## config.mk

```make
export PLATFORM = sky130hd
export DESIGN_NAME = unique_marker_locator_core
export DESIGN_NICKNAME = d
export VERILOG_FILES = /design/src/uml_pkg.sv /design/src/unique_marker_locator_core.sv
export VERILOG_INCLUDE_DIRS = /design/src /design/src/src
export SDC_FILE = /design/constraint.sdc
export NUM_CORES = 1
export LEC_CHECK = 0
export BUFFER_PORTS_ARGS = -buffer_cell sky130_fd_sc_hd__buf_2
export CAP_MARGIN = 10
export CORE_MARGIN = 2
export CORE_UTILIZATION = 45
export CTS_BUF_LIST = sky130_fd_sc_hd__clkbuf_8
export DETAILED_ROUTE_END_ITERATION = 12
export PLACE_DENSITY = 0.65
export SLEW_MARGIN = 10
export SYNTH_ARGS = -nofsm -noshare
export SYNTH_HDL_FRONTEND = slang
export SYNTH_SLANG_ARGS = --single-unit
```

## constraint.sdc

```tcl
create_clock -name clk -period 2.58 [get_ports clk]
set_clock_uncertainty 0.2 [all_clocks]
set_input_delay 0.129 -clock clk [delete_from_list [all_inputs] [get_ports clk]]
set_output_delay 0.129 -clock clk [all_outputs]
set_load 0.02 [all_outputs]
```

## src/assert_macros.svh

```systemverilog
// ---------------------------------------------------------------------------
// Assertion macros
// Shared concurrent assertion wrappers on clk with reset rst_n.
// ---------------------------------------------------------------------------
`ifndef ASSERT_MACROS_SVH
`define ASSERT_MACROS_SVH

// Check a property on every clk edge outside reset.
`define UML_ASSERT(label, prop, msg) \
    label: assert property (@(posedge clk) disable iff (!rst_n) (prop)) else $error(msg);

// Check a property on every clk edge, reset included.
`define UML_ASSERT_ALWAYS(label, prop, msg) \
    label: assert property (@(posedge clk) (prop)) else $error(msg);

`endif

```

## src/uml_pkg.sv

```systemverilog
// ---------------------------------------------------------------------------
// Unique marker locator package
// Sizes, widths and result status codes shared by the locator.
// ---------------------------------------------------------------------------
package uml_pkg;

    localparam int PATTERN_BYTES = 8;
    localparam int OFFSET_BITS   = 32;

    localparam int MARKER_BITS = 64;
    localparam int PAT_BITS    = 8 * PATTERN_BYTES;
    localparam int WIN_BITS    = 8 * (PATTERN_BYTES - 1);
    localparam int OUT_BITS    = 40;

    typedef logic [OFFSET_BITS-1:0] count_t;

    typedef enum logic [1:0] {
        STATUS_UNIQUE = 2'd0,
        STATUS_NONE   = 2'd1,
        STATUS_SECOND = 2'd2
    } status_t;

endpackage

```

## src/unique_marker_locator_core.sv

```systemverilog
// ---------------------------------------------------------------------------
// Unique marker locator core
// Scans a byte stream for a configured marker and reports whether it occurs
// exactly once, with the offset of the first occurrence.
// ---------------------------------------------------------------------------
// Input channel s_*: one file byte per word, tlast on the final byte.
// Output channel m_*: one word per file, sent after its final byte: status in
// tdata[1:0], first match offset in tdata[33:2].
// Configuration: cfg_wr_en loads cfg_wr_data as the marker, first file byte in
// bits 7:0; write only while no file is in flight.
// Throughput: one byte per clock while no result word is stalled; the window compare and
// counter update for a byte are combinational between the input register and the scan state.
// Result: the result word is registered when the final byte leaves the input register.
// Reset clears the marker, the scan state and both channel registers.
// When m_tready is low the result word holds; the input register keeps taking
// bytes until a byte is waiting behind the stalled result.
// ---------------------------------------------------------------------------
`include "assert_macros.svh"

module unique_marker_locator_core
    import uml_pkg::*;
(
    input  logic                   clk,
    input  logic                   rst_n,
    input  logic                   cfg_wr_en,
    input  logic [MARKER_BITS-1:0] cfg_wr_data,
    input  logic                   s_tvalid,
    output logic                   s_tready,
    input  logic [7:0]             s_tdata,   // [7:0] data_byte
    input  logic                   s_tlast,   // last_byte
    output logic                   m_tvalid,
    input  logic                   m_tready,
    output logic [OUT_BITS-1:0]    m_tdata    // [1:0] status, [33:2] match_offset
);

    localparam count_t CNT_MAX   = '1;
    localparam count_t CMP_START = OFFSET_BITS'(PATTERN_BYTES - 1);

    logic [MARKER_BITS-1:0] marker_reg;

    logic                in_valid_reg;
    logic [7:0]          in_byte_reg;
    logic                in_last_reg;

    logic [WIN_BITS-1:0] window_reg, window_next;
    count_t              byte_count_reg, byte_count_next;
    logic [31:0]         first_offset_reg, first_offset_next;
    logic                match_seen_reg, match_seen_next;
    logic                second_seen_reg, second_seen_next;

    logic                out_valid_reg;
    status_t             out_status_reg, out_status_next;
    logic [31:0]         out_offset_reg, out_offset_next;

    logic                advance;
    logic                proc_en;
    logic [PAT_BITS-1:0] full_win;
    logic                hit;
    count_t              start_off;
    logic [63:0]         start_wide;
    logic [31:0]         start_clamp;

    assign advance  = !out_valid_reg || m_tready;
    assign proc_en  = in_valid_reg && advance;
    assign s_tready = !in_valid_reg || advance;

    assign full_win    = {in_byte_reg, window_reg};
    assign hit         = (byte_count_reg >= CMP_START) && (full_win == marker_reg[PAT_BITS-1:0]);
    assign start_off   = byte_count_reg - CMP_START;
    assign start_wide  = 64'(start_off);
    assign start_clamp = (start_wide > 64'h0000_0000_FFFF_FFFF) ? 32'hFFFF_FFFF
                                                                 : start_wide[31:0];

    always_comb
    begin
        window_next       = full_win[PAT_BITS-1:8];
        byte_count_next   = (byte_count_reg != CNT_MAX) ? byte_count_reg + 1'b1
                                                        : byte_count_reg;
        first_offset_next = first_offset_reg;
        match_seen_next   = match_seen_reg;
        second_seen_next  = second_seen_reg;
        if (hit)
        begin
            if (!match_seen_reg)
            begin
                match_seen_next   = 1'b1;
                first_offset_next = start_clamp;
            end
            else
            begin
                second_seen_next = 1'b1;
            end
        end

        if (second_seen_next)
            out_status_next = STATUS_SECOND;
        else if (match_seen_next)
            out_status_next = STATUS_UNIQUE;
        else
            out_status_next = STATUS_NONE;
        out_offset_next = match_seen_next ? first_offset_next : 32'd0;
    end

    always_ff @(posedge clk or negedge rst_n)
    begin
        if (!rst_n)
        begin
            marker_reg       <= '0;
            in_valid_reg     <= 1'b0;
            in_byte_reg      <= '0;
            in_last_reg      <= 1'b0;
            window_reg       <= '0;
            byte_count_reg   <= '0;
            first_offset_reg <= '0;
            match_seen_reg   <= 1'b0;
            second_seen_reg  <= 1'b0;
            out_valid_reg    <= 1'b0;
            out_status_reg   <= STATUS_NONE;
            out_offset_reg   <= '0;
        end
        else
        begin
            if (cfg_wr_en)
                marker_reg <= cfg_wr_data;

            if (s_tvalid && s_tready)
            begin
                in_valid_reg <= 1'b1;
                in_byte_reg  <= s_tdata;
                in_last_reg  <= s_tlast;
            end
            else if (proc_en)
            begin
                in_valid_reg <= 1'b0;
            end

            if (proc_en && in_last_reg)
                out_valid_reg <= 1'b1;
            else if (m_tready)
                out_valid_reg <= 1'b0;

            if (proc_en)
            begin
                if (in_last_reg)
                begin
                    window_reg       <= '0;
                    byte_count_reg   <= '0;
                    first_offset_reg <= '0;
                    match_seen_reg   <= 1'b0;
                    second_seen_reg  <= 1'b0;
                    out_status_reg   <= out_status_next;
                    out_offset_reg   <= out_offset_next;
                end
                else
                begin
                    window_reg       <= window_next;
                    byte_count_reg   <= byte_count_next;
                    first_offset_reg <= first_offset_next;
                    match_seen_reg   <= match_seen_next;
                    second_seen_reg  <= second_seen_next;
                end
            end
        end
    end

    assign m_tvalid = out_valid_reg;
    assign m_tdata  = {6'd0, out_offset_reg, out_status_reg};

    `UML_ASSERT(a_second_needs_first, second_seen_reg |-> match_seen_reg, "second match without first")
    `UML_ASSERT(a_none_zero_offset, (m_tvalid && out_status_reg == STATUS_NONE) |-> (out_offset_reg == 32'd0), "offset set without match")
    `UML_ASSERT(a_clear_after_last, (proc_en && in_last_reg) |=> (byte_count_reg == '0 && !match_seen_reg), "scan state not cleared")
    `UML_ASSERT(a_result_from_last, $rose(m_tvalid) |-> $past(proc_en && in_last_reg), "result without final byte")

endmodule
```

# Word level (Yosys, flattened, before mapping)

Index checks and enable logic that the tools add are counted.

Output and inout port bits: 42
Bits of input ports: 78
Logic and storage cells: 50
Register bits: 231

Reductions and logical operators: 13
Order comparisons: 2
Equality and inequality tests: 2
$add $sub $neg: 2
Multiplexer cells: 19

Operators with widths:

| kind                                                                    | count |
|---|---|
| 32-bit two-way mux                                                      | 7 |
| 64-bit == test                                                          | 1 |
| 56-bit two-way mux                                                      | 1 |
| 32-bit by 1-bit adder with 32-bit output (second input constant)        | 1 |
| 32-bit by 3-bit >= comparator with 1-bit output (second input constant) | 1 |
| 32-bit > comparator (second input constant)                             | 1 |
| 32-bit inequality test (second input constant)                          | 1 |
| 32-bit by 3-bit subtractor with 32-bit output (second input constant)   | 1 |
| 1-bit two-way mux                                                       | 10 |
| 2-bit nonzero test                                                      | 3 |
| 1-bit logical AND                                                       | 4 |
| 2-bit AND reduction                                                     | 2 |
| 1-bit logical NOT                                                       | 2 |
| 1-bit logical OR                                                        | 2 |
| 2-bit two-way mux                                                       | 1 |

# Depth between registers and ports, before layout

Word-level depth: 6
Mapped depth: 10
Mapped depth without buffers: 7

# Least setup slack after synthesis

OpenSTA, ideal clock, no wires.

Path kind: reg-to-reg
Start point: register byte_count_reg[0]
End point: register byte_count_reg[21]
Arrival: 2.300 ns
Slack: -0.056 ns
Buffers on the path: 2
Stages on the path, launching flop included: 10
Required time: 2.244 ns
Period minus slack after synthesis: 2.636 ns
Library setup time: 0.136 ns
Cells stage by stage: dfrtp_1 > ha_1 > and2_1 > clkbuf_1 > nand4_1 > or4_1 > buf_2 > nand4_1 > or3_1 > a21oi_1

Longest elaborated chain between the ends: 3
Elaborated cells between the ends (all ways): 6

Ends and longest elaborated chain:

| what                                                                               | RTL line                          | text |
|---|---|---|
| start: declaration                                                                 | unique_marker_locator_core.sv:46  | `count_t byte_count_reg, byte_count_next;` |
| start signal: assignment                                                           | unique_marker_locator_core.sv:157 | `byte_count_reg <= byte_count_next;` |
| 32-bit by 1-bit adder with 32-bit output or 32-bit inequality test (tied branches) | unique_marker_locator_core.sv:77  | `byte_count_next = (byte_count_reg != CNT_MAX) ? byte_count_reg + 1'b1` |
| 32-bit two-way mux or 2-bit nonzero test (tied branches)                           | n/a                               |  |
| 32-bit two-way mux or 2-bit AND reduction (tied branches)                          | n/a                               |  |

Several ways; a longest one is shown, not always the timed one. The select of a mux whose other input is x is not followed.
A chain may end at the register's enable or synchronous reset.

# Worst setup path in the final report

Start point: register byte_count_reg[8]
End point: register out_offset_reg[27]

Longest elaborated chain between the ends: 6
Elaborated cells between the ends (all ways): 9

Ends and longest elaborated chain:

| what                                          | RTL line                          | text |
|---|---|---|
| 32-bit by 3-bit subtractor with 32-bit output | unique_marker_locator_core.sv:69  | `assign start_off = byte_count_reg - CMP_START;` |
| 32-bit > comparator                           | unique_marker_locator_core.sv:71  | `assign start_clamp = (start_wide > 64'h0000_0000_FFFF_FFFF) ? 32'hFFFF_FFFF` |
| 32-bit two-way mux                            | unique_marker_locator_core.sv:71  |  |
| 32-bit two-way mux                            | unique_marker_locator_core.sv:84  | `if (!match_seen_reg)` |
| 32-bit two-way mux                            | unique_marker_locator_core.sv:82  | `if (hit)` |
| 32-bit two-way mux *                          | unique_marker_locator_core.sv:101 | `out_offset_next = match_seen_next ? first_offset_next : 32'd0;` |
| end signal: assignment                        | unique_marker_locator_core.sv:152 | `out_offset_reg <= out_offset_next;` |
| end: declaration                              | unique_marker_locator_core.sv:53  | `logic [31:0] out_offset_reg, out_offset_next;` |

Every way passes the cells marked *; elsewhere a longest branch is shown, timed or not.

==> impl_metrics.py <==
metrics = {
    "floorplanning": {
        "io_pins": 120,
        "fp.dieH_um": 164,
        "design.core.area_mm2": 0.0252,
        "dieArea_mm2": 0.0270,
        "fp.dieW_um": 164,
        "rows": 58,
        "start_util_pct": 45.9,
    },
    "synth": {
        "synthCells": 1166,
        "synthesis.area_mm2": 0.0116,
        "synth-simple-area-share_pct": 19.7,
        "synthFlopType": "dfrtp_1",
        "ys_types": 54,
        "synth_compound_area_share_pct": 10.3,
        "synth_top_family_by_area": "simple AND/OR/NAND/NOR gates",
        "syn-mean-instance-area_um2": 9.91,
        "ys_warn_count": 0,
        "ys_async_sr_fraction_pct": 100,
        "synth-xor-area-share_pct": 7.96,
        "synth-seq-area-share_pct": 50.0,
        "synth-edff-count": 0,
        "muxShareOfSynthArea_pct": 7.11,
        "synthAdderAreaFrac_pct": 0.108,
        "synth_seq_cells": 231,
    },
    "power_and_ir_drop": {
        "ir_drop_mv": 0.362,
        "power_density_mw_per_mm2": 704,
        "power.total_mw": 10.7,
        "comb_power_share_pct": 24.6,
        "switching_power_mw": 3.45,
        "switching_share_pct": 32.2,
        "power.internal_mw": 7.24,
        "clock_power_share_pct": 32.6,
        "leakage_nw": 6.55,
        "power_frac_seq_pct": 42.7,
    },
    "cells_and_area": {
        "largest_reg_flops": 64,
        "diodes": 0,
        "instances_no_fill": 1779,
        "fin_nets": 1500,
        "nFillCells": 2057,
        "layout_common_cells": "227 x dfrtp_1, 112 x buf_2, 101 x nand2_1",
        "layout_commonest_cell": "dfrtp_1",
        "fin_area_mm2": 0.0152,
        "area_growth_pct": 31.4,
        "drive_above_1_share_pct": 28.6,
    },
    "clock_tree": {
        "clkSinkCount": 231,
        "clockBufferDepth": 3,
        "cts_root_buf": "clkbuf_8",
        "ctsHtreeMaxLevel": 2,
        "cts_made_buffers": 41,
        "cts_tree": "yes",
        "clk_latency_ns": 0.57,
        "path_clk_slew_ns": 0.06,
    },
    "timing": {
        "min_period_over_period_pct": 101,
        "max-slew-margin-rel_pct": 54.6,
        "finalMaxSlewViolations": 0,
        "fmax_mhz": 385,
        "worst_slack_ns": -0.0175,
        "finalHoldViolations": 0,
        "finalSetupTns_ns": -0.0246,
        "setup_viol_count_final": 2,
        "tightest_slew_ns": 0.681,
        "rsz0062_at_grt": "yes",
        "fin_crit_ns": 2.60,
    },
    "critical_path": {
        "crit_type": "reg -> reg",
        "cp_cell_sequence": "or4_4 -> buf_6 -> nor3_4 -> buf_6 -> nand4b_1 -> xor2_1 -> or4_1 -> a21oi_1",
        "crit_path_start": "byte_count_reg[8]",
        "cpPeakStageDelay_ns": 0.56,
        "critPathLaunchType": "flop",
        "critical_path_required_ns": 2.87,
        "crit_top_cell": "buf_6",
        "slowest_stage": "or4_4",
        "arrival_ns": 2.88,
        "timing.rr.start": "byte_count_reg[8]",
        "cp-end-kind": "flop",
        "crit_fanout": 5,
    },
    "status": {
        "violations": "setup timing",
        "status": "finished, violations left",
    },
    "grt": {
        "grt_max_degree": 136,
        "grt_pass1_wl_um": 49500,
        "grtUsageTotal_pct": 23.1,
        "antenna_found_initial": 0,
        "overflow": 0,
        "grt_pass1_vias": 9181,
    },
    "placement": {
        "dp_cells": 1605,
        "io_buffers": 113,
        "post-dp-hpwl_um": 19600,
        "dpl_cell_area_mm2": 0.0129,
        "place_congestion": 0.909,
    },
    "hold_path": {
        "min_path_type": "in -> reg",
        "hold_start": "s_tdata[0]",
    },
    "flow_run": {
        "cap_viol_max_count": 0,
    },
    "route": {
        "viasPerCell": 5.34,
        "wl_per_cell_um": 17.5,
        "drt-pass1-iter-count": 5,
        "routed_wl_um": 31200,
        "first_iter_violations": 661,
        "vias": 9494,
        "drc_errors": 0,
        "ant_nets": 0,
    },
}
-- synth_stat cells, types with 20 or more instances --
cell type / number / area, um2
clkbuf_1: 64 / 240
inv_1: 31 / 116
nand4_1: 26 / 163
mux2_2: 73 / 822
nand2b_1: 63 / 394
nor4_1: 27 / 169
nand2_1: 102 / 383
or3_1: 38 / 238
nor2_1: 83 / 312
nand3_1: 25 / 125
xnor2_1: 91 / 797
a21oi_1: 30 / 150
o21ai_0: 97 / 485
o221ai_1: 20 / 175
dfrtp_1: 230 / 5760
a31oi_1: 25 / 156
-- path summary, 6_finish.rpt --
kind | to | slack, ns | cells past startpoint
worst max-delay path | out_offset_reg[27] | -0.02 | 8
worst min-delay path | in_byte_reg[0] | 0.13 | 3
worst max register to register | out_offset_reg[27] | -0.02 | 8
worst min register to register | out_status_reg[0] | 0.26 | 1
max in group asynchronous | first_offset_reg[29] | 0.81 | 4
min in group asynchronous | window_reg[40] | 0.48 | 3
-- per-stage QoR --
step	setup WS, ns	util, %	hold slack, ns
final	-0.0175	60.3	0.126
after global routing	-0.0802	60.3	0.131
after CTS	-0.0226	58.6	0.0944
after detailed placement	-0.188	51.3	-0.0118
after global placement	-0.143	51.3	-0.00577
after floorplan	0.0220	-	-0.367
-- timing repair --
action	in CTS	in global routing
hold endpoints to repair	278	0
setup buffers	0	4
setup endpoints to repair	64	81
cloned	0	3
resized for setup	9	70
pin swaps	1	27
hold buffers	96	0
-- critical path: cells and delay by family, from the launching register on --
kind,cells,cell delay (ns)
buffers and inverters,2,0.30
XOR/XNOR,1,0.19
flip-flops,1,0.39
AND/OR/NAND/NOR,4,1.29
AO/OA/AOI/OAI,1,0.15
-- cell families (layout without fill, tap and decap cells) --
group,count (synthesis),count (layout)
AOI/OAI and AO/OA,198,198
other,1,6
adders and majority gates,1,1
buffers and inverters,126,404
and+or+nand+nor,431,431
muxes,73,73
DFF,231,231
xor gates and xnor gates,105,105
-- final cells by class --
| cell class | instances | area (um2) | area share, % |
|---|---|---|---|
| Inverter | 31 | 116 | 0.766 |
| Timing Repair Buffer | 302 | 2430 | 16.0 |
| Clock buffer | 51 | 702 | 4.62 |
| Clock inverter | 20 | 133 | 0.873 |
| Multi-Input combinational cell | 814 | 5610 | 36.9 |
| Sequential cell | 231 | 5790 | 38.1 |
| Tap cell | 330 | 413 | 2.72 |
-- power groups by stage --
stage / combinational [mW] / sequential (mW) / clock [mW]
floorplan: 1.33 / 4.76 / 0
global placement: 2.33 / 4.60 / 0
detailed placement: 2.37 / 4.62 / 0
CTS: 2.52 / 4.56 / 3.55
global route: 2.90 / 4.64 / 3.71
finish: 2.63 / 4.57 / 3.49
-- routing by layer --
metal  vias to the layer above  part of all wire (%)  global-route usage [%]
li1                       4559                     -                       -
met1                      4618                    47                    34.6
met2                       282                    45                    35.0
met3                        35                   6.1                    3.71
met4                         0                   1.7                    5.82
met5                         -                     0                       0
(Power assumes the default switching activity.)
